### src/rtl/core/tss_pkg.sv
// Shared constants for the scanline span unit.
// No dependencies; imported by the span pipeline and its vertex sorter.
package tss_pkg;

    localparam int COLOR_BITS  = 32;
    localparam int NUM_VERTS   = 3;

endpackage

### src/rtl/core/tss_sort.sv
// Three-stage compare-and-swap network that orders triangle vertices by y.
// Combinational; depends on tss_pkg for the vertex count.
module tss_sort #(
    parameter int COORD_BITS = 10
) (
    input  logic [tss_pkg::NUM_VERTS*COORD_BITS-1:0] i_x,
    input  logic [tss_pkg::NUM_VERTS*COORD_BITS-1:0] i_y,
    output logic [tss_pkg::NUM_VERTS*COORD_BITS-1:0] o_x,
    output logic [tss_pkg::NUM_VERTS*COORD_BITS-1:0] o_y
);
    import tss_pkg::*;

    logic [COORD_BITS-1:0] ax, ay, bx, by, cx, cy;
    logic [COORD_BITS-1:0] ax1, ay1, bx1, by1;
    logic [COORD_BITS-1:0] ax2, ay2, cx2, cy2;
    logic [COORD_BITS-1:0] bx3, by3, cx3, cy3;

    assign ax = i_x[COORD_BITS-1:0];
    assign bx = i_x[2*COORD_BITS-1:COORD_BITS];
    assign cx = i_x[3*COORD_BITS-1:2*COORD_BITS];
    assign ay = i_y[COORD_BITS-1:0];
    assign by = i_y[2*COORD_BITS-1:COORD_BITS];
    assign cy = i_y[3*COORD_BITS-1:2*COORD_BITS];

    // Swaps happen only on strictly greater y; vertices with equal y may still be reordered.
    always_comb begin
        if (ay > by) begin
            ax1 = bx; ay1 = by; bx1 = ax; by1 = ay;
        end else begin
            ax1 = ax; ay1 = ay; bx1 = bx; by1 = by;
        end
        if (ay1 > cy) begin
            ax2 = cx; ay2 = cy; cx2 = ax1; cy2 = ay1;
        end else begin
            ax2 = ax1; ay2 = ay1; cx2 = cx; cy2 = cy;
        end
        if (by1 > cy2) begin
            bx3 = cx2; by3 = cy2; cx3 = bx1; cy3 = by1;
        end else begin
            bx3 = bx1; by3 = by1; cx3 = cx2; cy3 = cy2;
        end
    end

    assign o_x = {cx3, bx3, ax2};
    assign o_y = {cy3, by3, ay2};

endmodule

### src/rtl/core/triangle_scanline_span.sv
// Scanline span unit: sorts a triangle's vertices and returns the span on one row.
// Depends on tss_pkg and tss_sort.
//
// Usage: each transaction on the s_axis side carries three vertices, a row and a
// color. Exactly one transaction leaves on the m_axis side for each one accepted,
// in order: the half-open span [start, end) of the triangle on that row, the row,
// the color, and in tuser a coverage flag (0 for rows outside the triangle or for
// a zero-height triangle, with start and end then 0).
// The pipeline has COORD_BITS + 3 register stages: one sort stage, one setup stage
// holding the edge multipliers, one restoring-division stage per quotient bit
// (both edges in parallel), and the output register.
// Throughput is one transaction per cycle while m_axis_tready is high. Each stage
// has its own valid bit and loads whenever it is empty or its successor moves, so
// bubbles close up and the input keeps taking transactions while a result waits in
// the output register, until every stage is full.
// When the receiver holds m_axis_tready low, the output result is kept unchanged
// and nothing is dropped or repeated. Reset (synchronous, active low) empties all
// stages; payload registers are not reset.
module triangle_scanline_span #(
    parameter int COORD_BITS = 10
) (
    input  logic i_clk,
    input  logic i_rst_n,
    input  logic s_axis_tvalid,
    output logic s_axis_tready,
    // Fields from bit 0: vert_a_x, vert_a_y, vert_b_x, vert_b_y, vert_c_x,
    // vert_c_y, row, fill_color, zero padding.
    input  logic [((7*COORD_BITS+tss_pkg::COLOR_BITS+7)/8)*8-1:0] s_axis_tdata,
    output logic m_axis_tvalid,
    input  logic m_axis_tready,
    // Fields from bit 0: span_start, span_end, span_row, span_color, zero padding.
    output logic [((3*COORD_BITS+tss_pkg::COLOR_BITS+7)/8)*8-1:0] m_axis_tdata,
    // Field: row_covered.
    output logic m_axis_tuser
);
    import tss_pkg::*;

    localparam int CB      = COORD_BITS;
    localparam int NDIV    = COORD_BITS;
    localparam int NSTG    = NDIV + 3;
    localparam int OUT_W   = ((3*COORD_BITS+COLOR_BITS+7)/8)*8;
    localparam int OUT_PAD = OUT_W - (3*COORD_BITS+COLOR_BITS);

    typedef struct packed {
        logic [CB-1:0]         ax;
        logic [CB-1:0]         ay;
        logic [CB-1:0]         bx;
        logic [CB-1:0]         by;
        logic [CB-1:0]         cx;
        logic [CB-1:0]         cy;
        logic [CB-1:0]         row;
        logic [COLOR_BITS-1:0] color;
    } t_sorted;

    // Long edge (l) and short edge (s) divisions travel side by side.
    typedef struct packed {
        logic [CB-1:0]         row;
        logic [COLOR_BITS-1:0] color;
        logic                  covered;
        logic [CB-1:0]         x0l;
        logic [CB-1:0]         x0s;
        logic                  negl;
        logic                  negs;
        logic [CB-1:0]         dl;
        logic [CB-1:0]         ds;
        logic [CB-1:0]         rl;
        logic [CB-1:0]         rs;
        logic [CB-1:0]         nl;
        logic [CB-1:0]         ns;
        logic [CB-1:0]         ql;
        logic [CB-1:0]         qs;
    } t_div;

    typedef struct packed {
        logic [CB-1:0]         start;
        logic [CB-1:0]         stop;
        logic                  covered;
        logic [CB-1:0]         row;
        logic [COLOR_BITS-1:0] color;
    } t_out;

    logic [NSTG-1:0] r_vld;
    logic [NSTG-1:0] n_vld;
    logic [NSTG:0]   en;

    t_sorted r_sort;
    t_sorted n_sort;
    t_div    r_div [0:NDIV];
    t_div    n_div [0:NDIV];
    t_out    r_out;
    t_out    n_out;

    logic [3*CB-1:0] sort_x;
    logic [3*CB-1:0] sort_y;

    // Stall chain: a stage loads when it is empty or its successor advances.
    always_comb begin
        en[NSTG] = m_axis_tready;
        for (int k = NSTG - 1; k >= 0; k--) begin
            en[k] = !r_vld[k] || en[k+1];
        end
    end

    assign n_vld         = {r_vld[NSTG-2:0], s_axis_tvalid};
    assign s_axis_tready = en[0];
    assign m_axis_tvalid = r_vld[NSTG-1];

    always_ff @(posedge i_clk) begin
        if (!i_rst_n) begin
            r_vld <= '0;
        end else begin
            r_vld <= (en[NSTG-1:0] & n_vld) | (~en[NSTG-1:0] & r_vld);
        end
    end

    // Sort stage.
    tss_sort #(
        .COORD_BITS(COORD_BITS)
    ) u_sort (
        .i_x({s_axis_tdata[5*CB-1:4*CB], s_axis_tdata[3*CB-1:2*CB],
              s_axis_tdata[CB-1:0]}),
        .i_y({s_axis_tdata[6*CB-1:5*CB], s_axis_tdata[4*CB-1:3*CB],
              s_axis_tdata[2*CB-1:CB]}),
        .o_x(sort_x),
        .o_y(sort_y)
    );

    always_comb begin
        n_sort.ax    = sort_x[CB-1:0];
        n_sort.bx    = sort_x[2*CB-1:CB];
        n_sort.cx    = sort_x[3*CB-1:2*CB];
        n_sort.ay    = sort_y[CB-1:0];
        n_sort.by    = sort_y[2*CB-1:CB];
        n_sort.cy    = sort_y[3*CB-1:2*CB];
        n_sort.row   = s_axis_tdata[7*CB-1:6*CB];
        n_sort.color = s_axis_tdata[7*CB+COLOR_BITS-1:7*CB];
    end

    always_ff @(posedge i_clk) begin
        if (en[0]) begin
            r_sort <= n_sort;
        end
    end

    // Setup stage: edge selection, deltas and numerator magnitudes.
    always_comb begin
        logic          upper;
        logic [CB:0]   dxl;
        logic [CB:0]   dxs;
        logic [CB:0]   negdl;
        logic [CB:0]   negds;
        logic [CB-1:0] magl;
        logic [CB-1:0] mags;
        logic [CB-1:0] yl;
        logic [CB-1:0] ys;
        logic [2*CB-1:0] prodl;
        logic [2*CB-1:0] prods;

        upper = (r_sort.ay != r_sort.by) && (r_sort.row <= r_sort.by);
        dxl   = {1'b0, r_sort.cx} - {1'b0, r_sort.ax};
        yl    = r_sort.row - r_sort.ay;
        if (upper) begin
            dxs          = {1'b0, r_sort.bx} - {1'b0, r_sort.ax};
            ys           = r_sort.row - r_sort.ay;
            n_div[0].ds  = r_sort.by - r_sort.ay;
            n_div[0].x0s = r_sort.ax;
        end else begin
            dxs          = {1'b0, r_sort.cx} - {1'b0, r_sort.bx};
            ys           = r_sort.row - r_sort.by;
            n_div[0].ds  = r_sort.cy - r_sort.by;
            n_div[0].x0s = r_sort.bx;
        end
        negdl = ~dxl + 1'b1;
        negds = ~dxs + 1'b1;
        magl  = dxl[CB] ? negdl[CB-1:0] : dxl[CB-1:0];
        mags  = dxs[CB] ? negds[CB-1:0] : dxs[CB-1:0];
        prodl = (2*CB)'(magl) * (2*CB)'(yl);
        prods = (2*CB)'(mags) * (2*CB)'(ys);

        n_div[0].row     = r_sort.row;
        n_div[0].color   = r_sort.color;
        n_div[0].covered = (r_sort.cy != r_sort.ay) && (r_sort.row >= r_sort.ay)
                           && (r_sort.row <= r_sort.cy);
        n_div[0].x0l     = r_sort.ax;
        n_div[0].negl    = dxl[CB];
        n_div[0].negs    = dxs[CB];
        n_div[0].dl      = r_sort.cy - r_sort.ay;
        // The quotient never exceeds the x delta, so the upper half of each
        // product is already below its divisor.
        n_div[0].rl      = prodl[2*CB-1:CB];
        n_div[0].rs      = prods[2*CB-1:CB];
        n_div[0].nl      = prodl[CB-1:0];
        n_div[0].ns      = prods[CB-1:0];
        n_div[0].ql      = '0;
        n_div[0].qs      = '0;
    end

    always_ff @(posedge i_clk) begin
        if (en[1]) begin
            r_div[0] <= n_div[0];
        end
    end

    // Restoring division, one quotient bit per stage for each edge.
    for (genvar j = 1; j <= NDIV; j++) begin : g_div
        always_comb begin
            logic [CB:0] tl;
            logic [CB:0] ts;
            logic [CB:0] difl;
            logic [CB:0] difs;
            logic        bl;
            logic        bs;

            tl   = {r_div[j-1].rl, r_div[j-1].nl[CB-1]};
            ts   = {r_div[j-1].rs, r_div[j-1].ns[CB-1]};
            difl = tl - {1'b0, r_div[j-1].dl};
            difs = ts - {1'b0, r_div[j-1].ds};
            bl   = (tl >= {1'b0, r_div[j-1].dl});
            bs   = (ts >= {1'b0, r_div[j-1].ds});

            n_div[j]    = r_div[j-1];
            n_div[j].rl = bl ? difl[CB-1:0] : tl[CB-1:0];
            n_div[j].rs = bs ? difs[CB-1:0] : ts[CB-1:0];
            n_div[j].nl = {r_div[j-1].nl[CB-2:0], 1'b0};
            n_div[j].ns = {r_div[j-1].ns[CB-2:0], 1'b0};
            n_div[j].ql = {r_div[j-1].ql[CB-2:0], bl};
            n_div[j].qs = {r_div[j-1].qs[CB-2:0], bs};
        end

        always_ff @(posedge i_clk) begin
            if (en[j+1]) begin
                r_div[j] <= n_div[j];
            end
        end
    end

    // Output stage: apply sign (truncation toward zero), add base, order or zero the span.
    always_comb begin
        logic [CB+1:0] ql_ext;
        logic [CB+1:0] qs_ext;
        logic [CB+1:0] sum_l;
        logic [CB+1:0] sum_s;
        logic [CB-1:0] xl;
        logic [CB-1:0] xs;

        ql_ext = {2'b00, r_div[NDIV].ql};
        qs_ext = {2'b00, r_div[NDIV].qs};
        sum_l  = {2'b00, r_div[NDIV].x0l}
                 + (r_div[NDIV].negl ? (~ql_ext + 1'b1) : ql_ext);
        sum_s  = {2'b00, r_div[NDIV].x0s}
                 + (r_div[NDIV].negs ? (~qs_ext + 1'b1) : qs_ext);
        xl     = sum_l[CB-1:0];
        xs     = sum_s[CB-1:0];

        n_out.covered = r_div[NDIV].covered;
        n_out.row     = r_div[NDIV].row;
        n_out.color   = r_div[NDIV].color;
        if (!r_div[NDIV].covered) begin
            n_out.start = '0;
            n_out.stop  = '0;
        end else if (xl < xs) begin
            n_out.start = xl;
            n_out.stop  = xs;
        end else begin
            n_out.start = xs;
            n_out.stop  = xl;
        end
    end

    always_ff @(posedge i_clk) begin
        if (en[NSTG-1]) begin
            r_out <= n_out;
        end
    end

    assign m_axis_tdata = {{OUT_PAD{1'b0}}, r_out.color, r_out.row, r_out.stop,
                           r_out.start};
    assign m_axis_tuser = r_out.covered;

endmodule
### config.mk
export PLATFORM = sky130hd
export DESIGN_NAME = triangle_scanline_span
export DESIGN_NICKNAME = d
export VERILOG_FILES = /design/src/rtl/core/tss_pkg.sv /design/src/rtl/core/tss_sort.sv /design/src/rtl/core/triangle_scanline_span.sv
export SDC_FILE = /design/constraint.sdc
export NUM_CORES = 2
export LEC_CHECK = 0
export ABC_AREA = 1
export BUFFER_PORTS_ARGS = -buffer_cell sky130_fd_sc_hd__buf_4
export CORE_MARGIN = 2
export CORE_UTILIZATION = 40
export CTS_BUF_LIST = sky130_fd_sc_hd__clkbuf_2
export CTS_CLUSTER_DIAMETER = 150
export CTS_CLUSTER_SIZE = 30
export DETAILED_ROUTE_END_ITERATION = 16
export SLEW_MARGIN = 20
export SYNTH_ARGS = -nofsm -noshare
export SYNTH_HDL_FRONTEND = slang
export SYNTH_SLANG_ARGS = --single-unit
### constraint.sdc
create_clock -name i_clk -period 41.9 [get_ports i_clk]
set_input_delay 4.19 -clock i_clk [delete_from_list [all_inputs] [get_ports i_clk]]
set_output_delay 4.19 -clock i_clk [all_outputs]
set_load 0.005 [all_outputs]
==> reports/results.tsv <==
stage	metric	value	unit
outcome	outcome	completed	
yosys	synth_area_per_cell	12.7	um^2
yosys	post_synth_inst_count	5580	
yosys	synth_top_area_frac	0.637	
yosys	async_reset_ff_frac	0	
route	vias_per_cell	4.81	
clock_network	cts.htree.levels	2	
yosys	synth.mux.area_fraction	0.000283	
route	drc	0	
route	overall_routed_net_length	133	mm
sta	slew_headroom	0.286	
clock_network	holdBufCountCts	0	
yosys	ys_seq_elements	1513	
sta	final_hold_violation_count	0	
sta	finalSetupTns	0	ns
clock_network	post-cts-setup-buffers	0	
sta	rsz0062_at_grt	false	
setup_path	critical_path_class	in2out	
clock_network	cts_made_buffers	57	
route	drt_iter0_markers	2629	
global_routing	antenna_found_initial	6	
yosys	main_flop_type_after_synthesis	edfxtp_1	
setup_path	crit_required	37.71	ns
floorplan	die_w	424	um
sta	final.period_utilization	0.300	
yosys	synthesized_area_fraction_occupied_by_and_or_nand_nor_cells	0.0827	
global_routing	wire_length_of_the_first_global_routing_pass	212	mm
sta	timing.final.setup_violations	0	
floorplan	io_pins	175	
yosys	yosys.area.top_type	edfxtp_1	
finish	area_of_combinational_cells_with_multiple_inputs	22200	um^2
placed_design	gp_congestion	0.899	
floorplan	design.die.area	180000	um^2
sta	fin_worst_skew	0.164	ns
clock_network	cts.repair.resized	0	
yosys	synth_xor_xnor_area_share	0.0323	
yosys	synth_compound_area_frac	0.0724	
hold_path	hold_path.class	reg2reg	
floorplan	std_cell_rows	154	
placed_design	post_dp_cell_area	75000	um^2
setup_path	reg2reg_start	r_sort[83]	
finish	post_route_cells_drive_above_1_share	0.0670	
clock_network	cts_tree	done	
sta	worst-slew-pin-transition	1.07	ns
global_routing	grt_util_all_layers	0.148	
job	max-cap-violations	0	
setup_path	critical_path.endpoint_type	output port	
global_routing	grt_pass1_vias	39558	
clock_network	ctsRootBufferMaster	clkbuf_2	
setup_path	launching_instance_or_port_of_the_critical_path	m_axis_tready	
clock_network	clock_tree.buffer_depth	3	
finish	final_net_count	6483	
finish	area.sequential	45300	um^2
finish	layout.filler_cells	16039	
global_routing	grt_start_max_net_pins	128	
clock_network	insertion_delay	1.51	ns
yosys	yosysWarningCount	0	
route	first_pass_iters	5	
floorplan	die_h	424	um
route	ant_nets	0	
placed_design	dp_hpwl	101	mm
floorplan	initial_utilization	0.402	
yosys	synth_adder_area_share	0.124	
yosys	post_synth_num_cell_types	60	
yosys	ys_top_cells_by_area	edfxtp_1 64%, ha_1 8.1%, fa_1 4.3%	
sta	post-route-min-period	12.59	ns
yosys	yosysSeqAreaShare	0.641	
yosys	synth_edf_count	1500	
clock_network	clk_pin_slew	0.49	ns
yosys	mappedNetlistArea	70700	um^2
finish	postLayoutCellArea	75400	um^2
hold_path	hold_path.startpoint	r_div[0][98]	
setup_path	crit_fanout	127	
sta	finalMaxSlewViolations	0	
global_routing	globalRoute.totalOverflow	0	
yosys	synth_top_family_by_area	adder cells	
clock_network	tritoncts_num_sinks	1513	
floorplan	core_area	176000	um^2
setup_path	cp-start-kind	input pin	
route	route.detailed.wl_per_inst	16.3	um
route	vias	39160	
setup_path	critPathArrivalTime	8.40	ns
finish	syn2layout_area_growth	6.72	%
sta	maximum_clock_rate	79.4	MHz
placed_design	port-buffer-count	170	
==> sequential cells by signal, summed over array words and instances (netlist names), named ones only <==
| name | cells |
|---|---|
| r_div | 1335 |
| m_axis_tdata | 62 |
| n_div | 52 |
| r_sort | 50 |
| m_axis_tuser | 1 |
==> worst paths after layout <==
kind,end,slack [ns],cells after the start
min reg2reg,r_div[1][98],0.32,0
max reg2reg,r_div[0][47],33.06,32
min,r_div[1][98],0.32,0
max,s_axis_tready,29.31,13
==> cells in the mapped netlist (all sizes together), types with 29 or more instances <==
cell,number
nor3,53
xor2,175
o21bai,29
nor2,378
clkbuf,56
o21ai,331
edfxtp,1500
nand2,758
a21oi,423
inv,788
fa,152
ha,457
xnor2,82
nand4,43
nand3,146
==> cells in the final DEF, fill, tap and decap left out, drive strengths merged, types with 3 or more instances in the layout <==
cell type,instances
fa,152
nor4,3
nand4,43
o211ai,5
ha,457
a21o,12
a21boi,8
xnor2,82
o21ai,331
o311ai,8
xor2,175
edfxtp,1500
nor3,53
o21a,19
inv,789
buf,210
a21oi,423
clkbuf,79
o22ai,6
nand3,146
o31ai,26
or2,5
o221ai,3
nor2,378
a31oi,27
nand2,758
dfxtp,13
clkinv,6
o21bai,29
nand3b,7
and2,4
a211oi,14
o2111ai,8
==> worst max-delay path: stages <==
cell and delay (ns):
buf_4 0.11, inv_1 0.08, nand2_4 0.16, nor2_4 0.29, nand4_4 0.48, nor2_1 0.69, nand4_1 0.26, buf_12 0.31
nor2_1 0.39, nand2_4 0.52, nor2_2 0.43, nand2_4 0.23, buf_4 0.21
==> cell type report <==
cell class                      count  share of cell area
Timing Repair Buffer              210              0.0211
Sequential cell                  1513               0.600
Antenna cell                        1           0.0000332
Inverter                          790              0.0394
Multi-Input combinational cell   3194               0.294
Clock inverter                      6            0.000995
Tap cell                         2340              0.0388
Clock buffer                       79             0.00524
==> metrics by stage <==
step                setup WS [ns]   util  hold WS (ns)  cells
finish                      29.31  0.429         0.318   8133
global route                28.77  0.429         0.273   8133
CTS                         29.06  0.429         0.320   8132
detailed placement          29.07  0.426         0.405   8047
global placement            29.13  0.426         0.402   8047
floorplan                   19.62      -         0.400   5581
==> logic make-up after synthesis <==
group                    after synthesis
multiplexers                           2
AND/OR/NAND/NOR                     1399
flip-flops                          1513
XOR/XNOR                             257
AO/OA/AOI/OAI                        925
other                                  1
buffers and inverters                874
adder cells (fa/ha/maj)              609
==> metal layers <==
| metal | GRT usage | routed length [um] | up-vias |
|---|---|---|---|
| li1 | - | - | 19714 |
| met1 | 0.190 | 58600 | 18656 |
| met2 | 0.261 | 65500 | 618 |
| met3 | 0.0167 | 4570 | 166 |
| met4 | 0.0454 | 4090 | 6 |
| met5 | 0 | 46 | - |
Power is left out: the tool's default activity adds up to more than one toggle a clock period on the data nets, which glitch-free logic cannot reach.
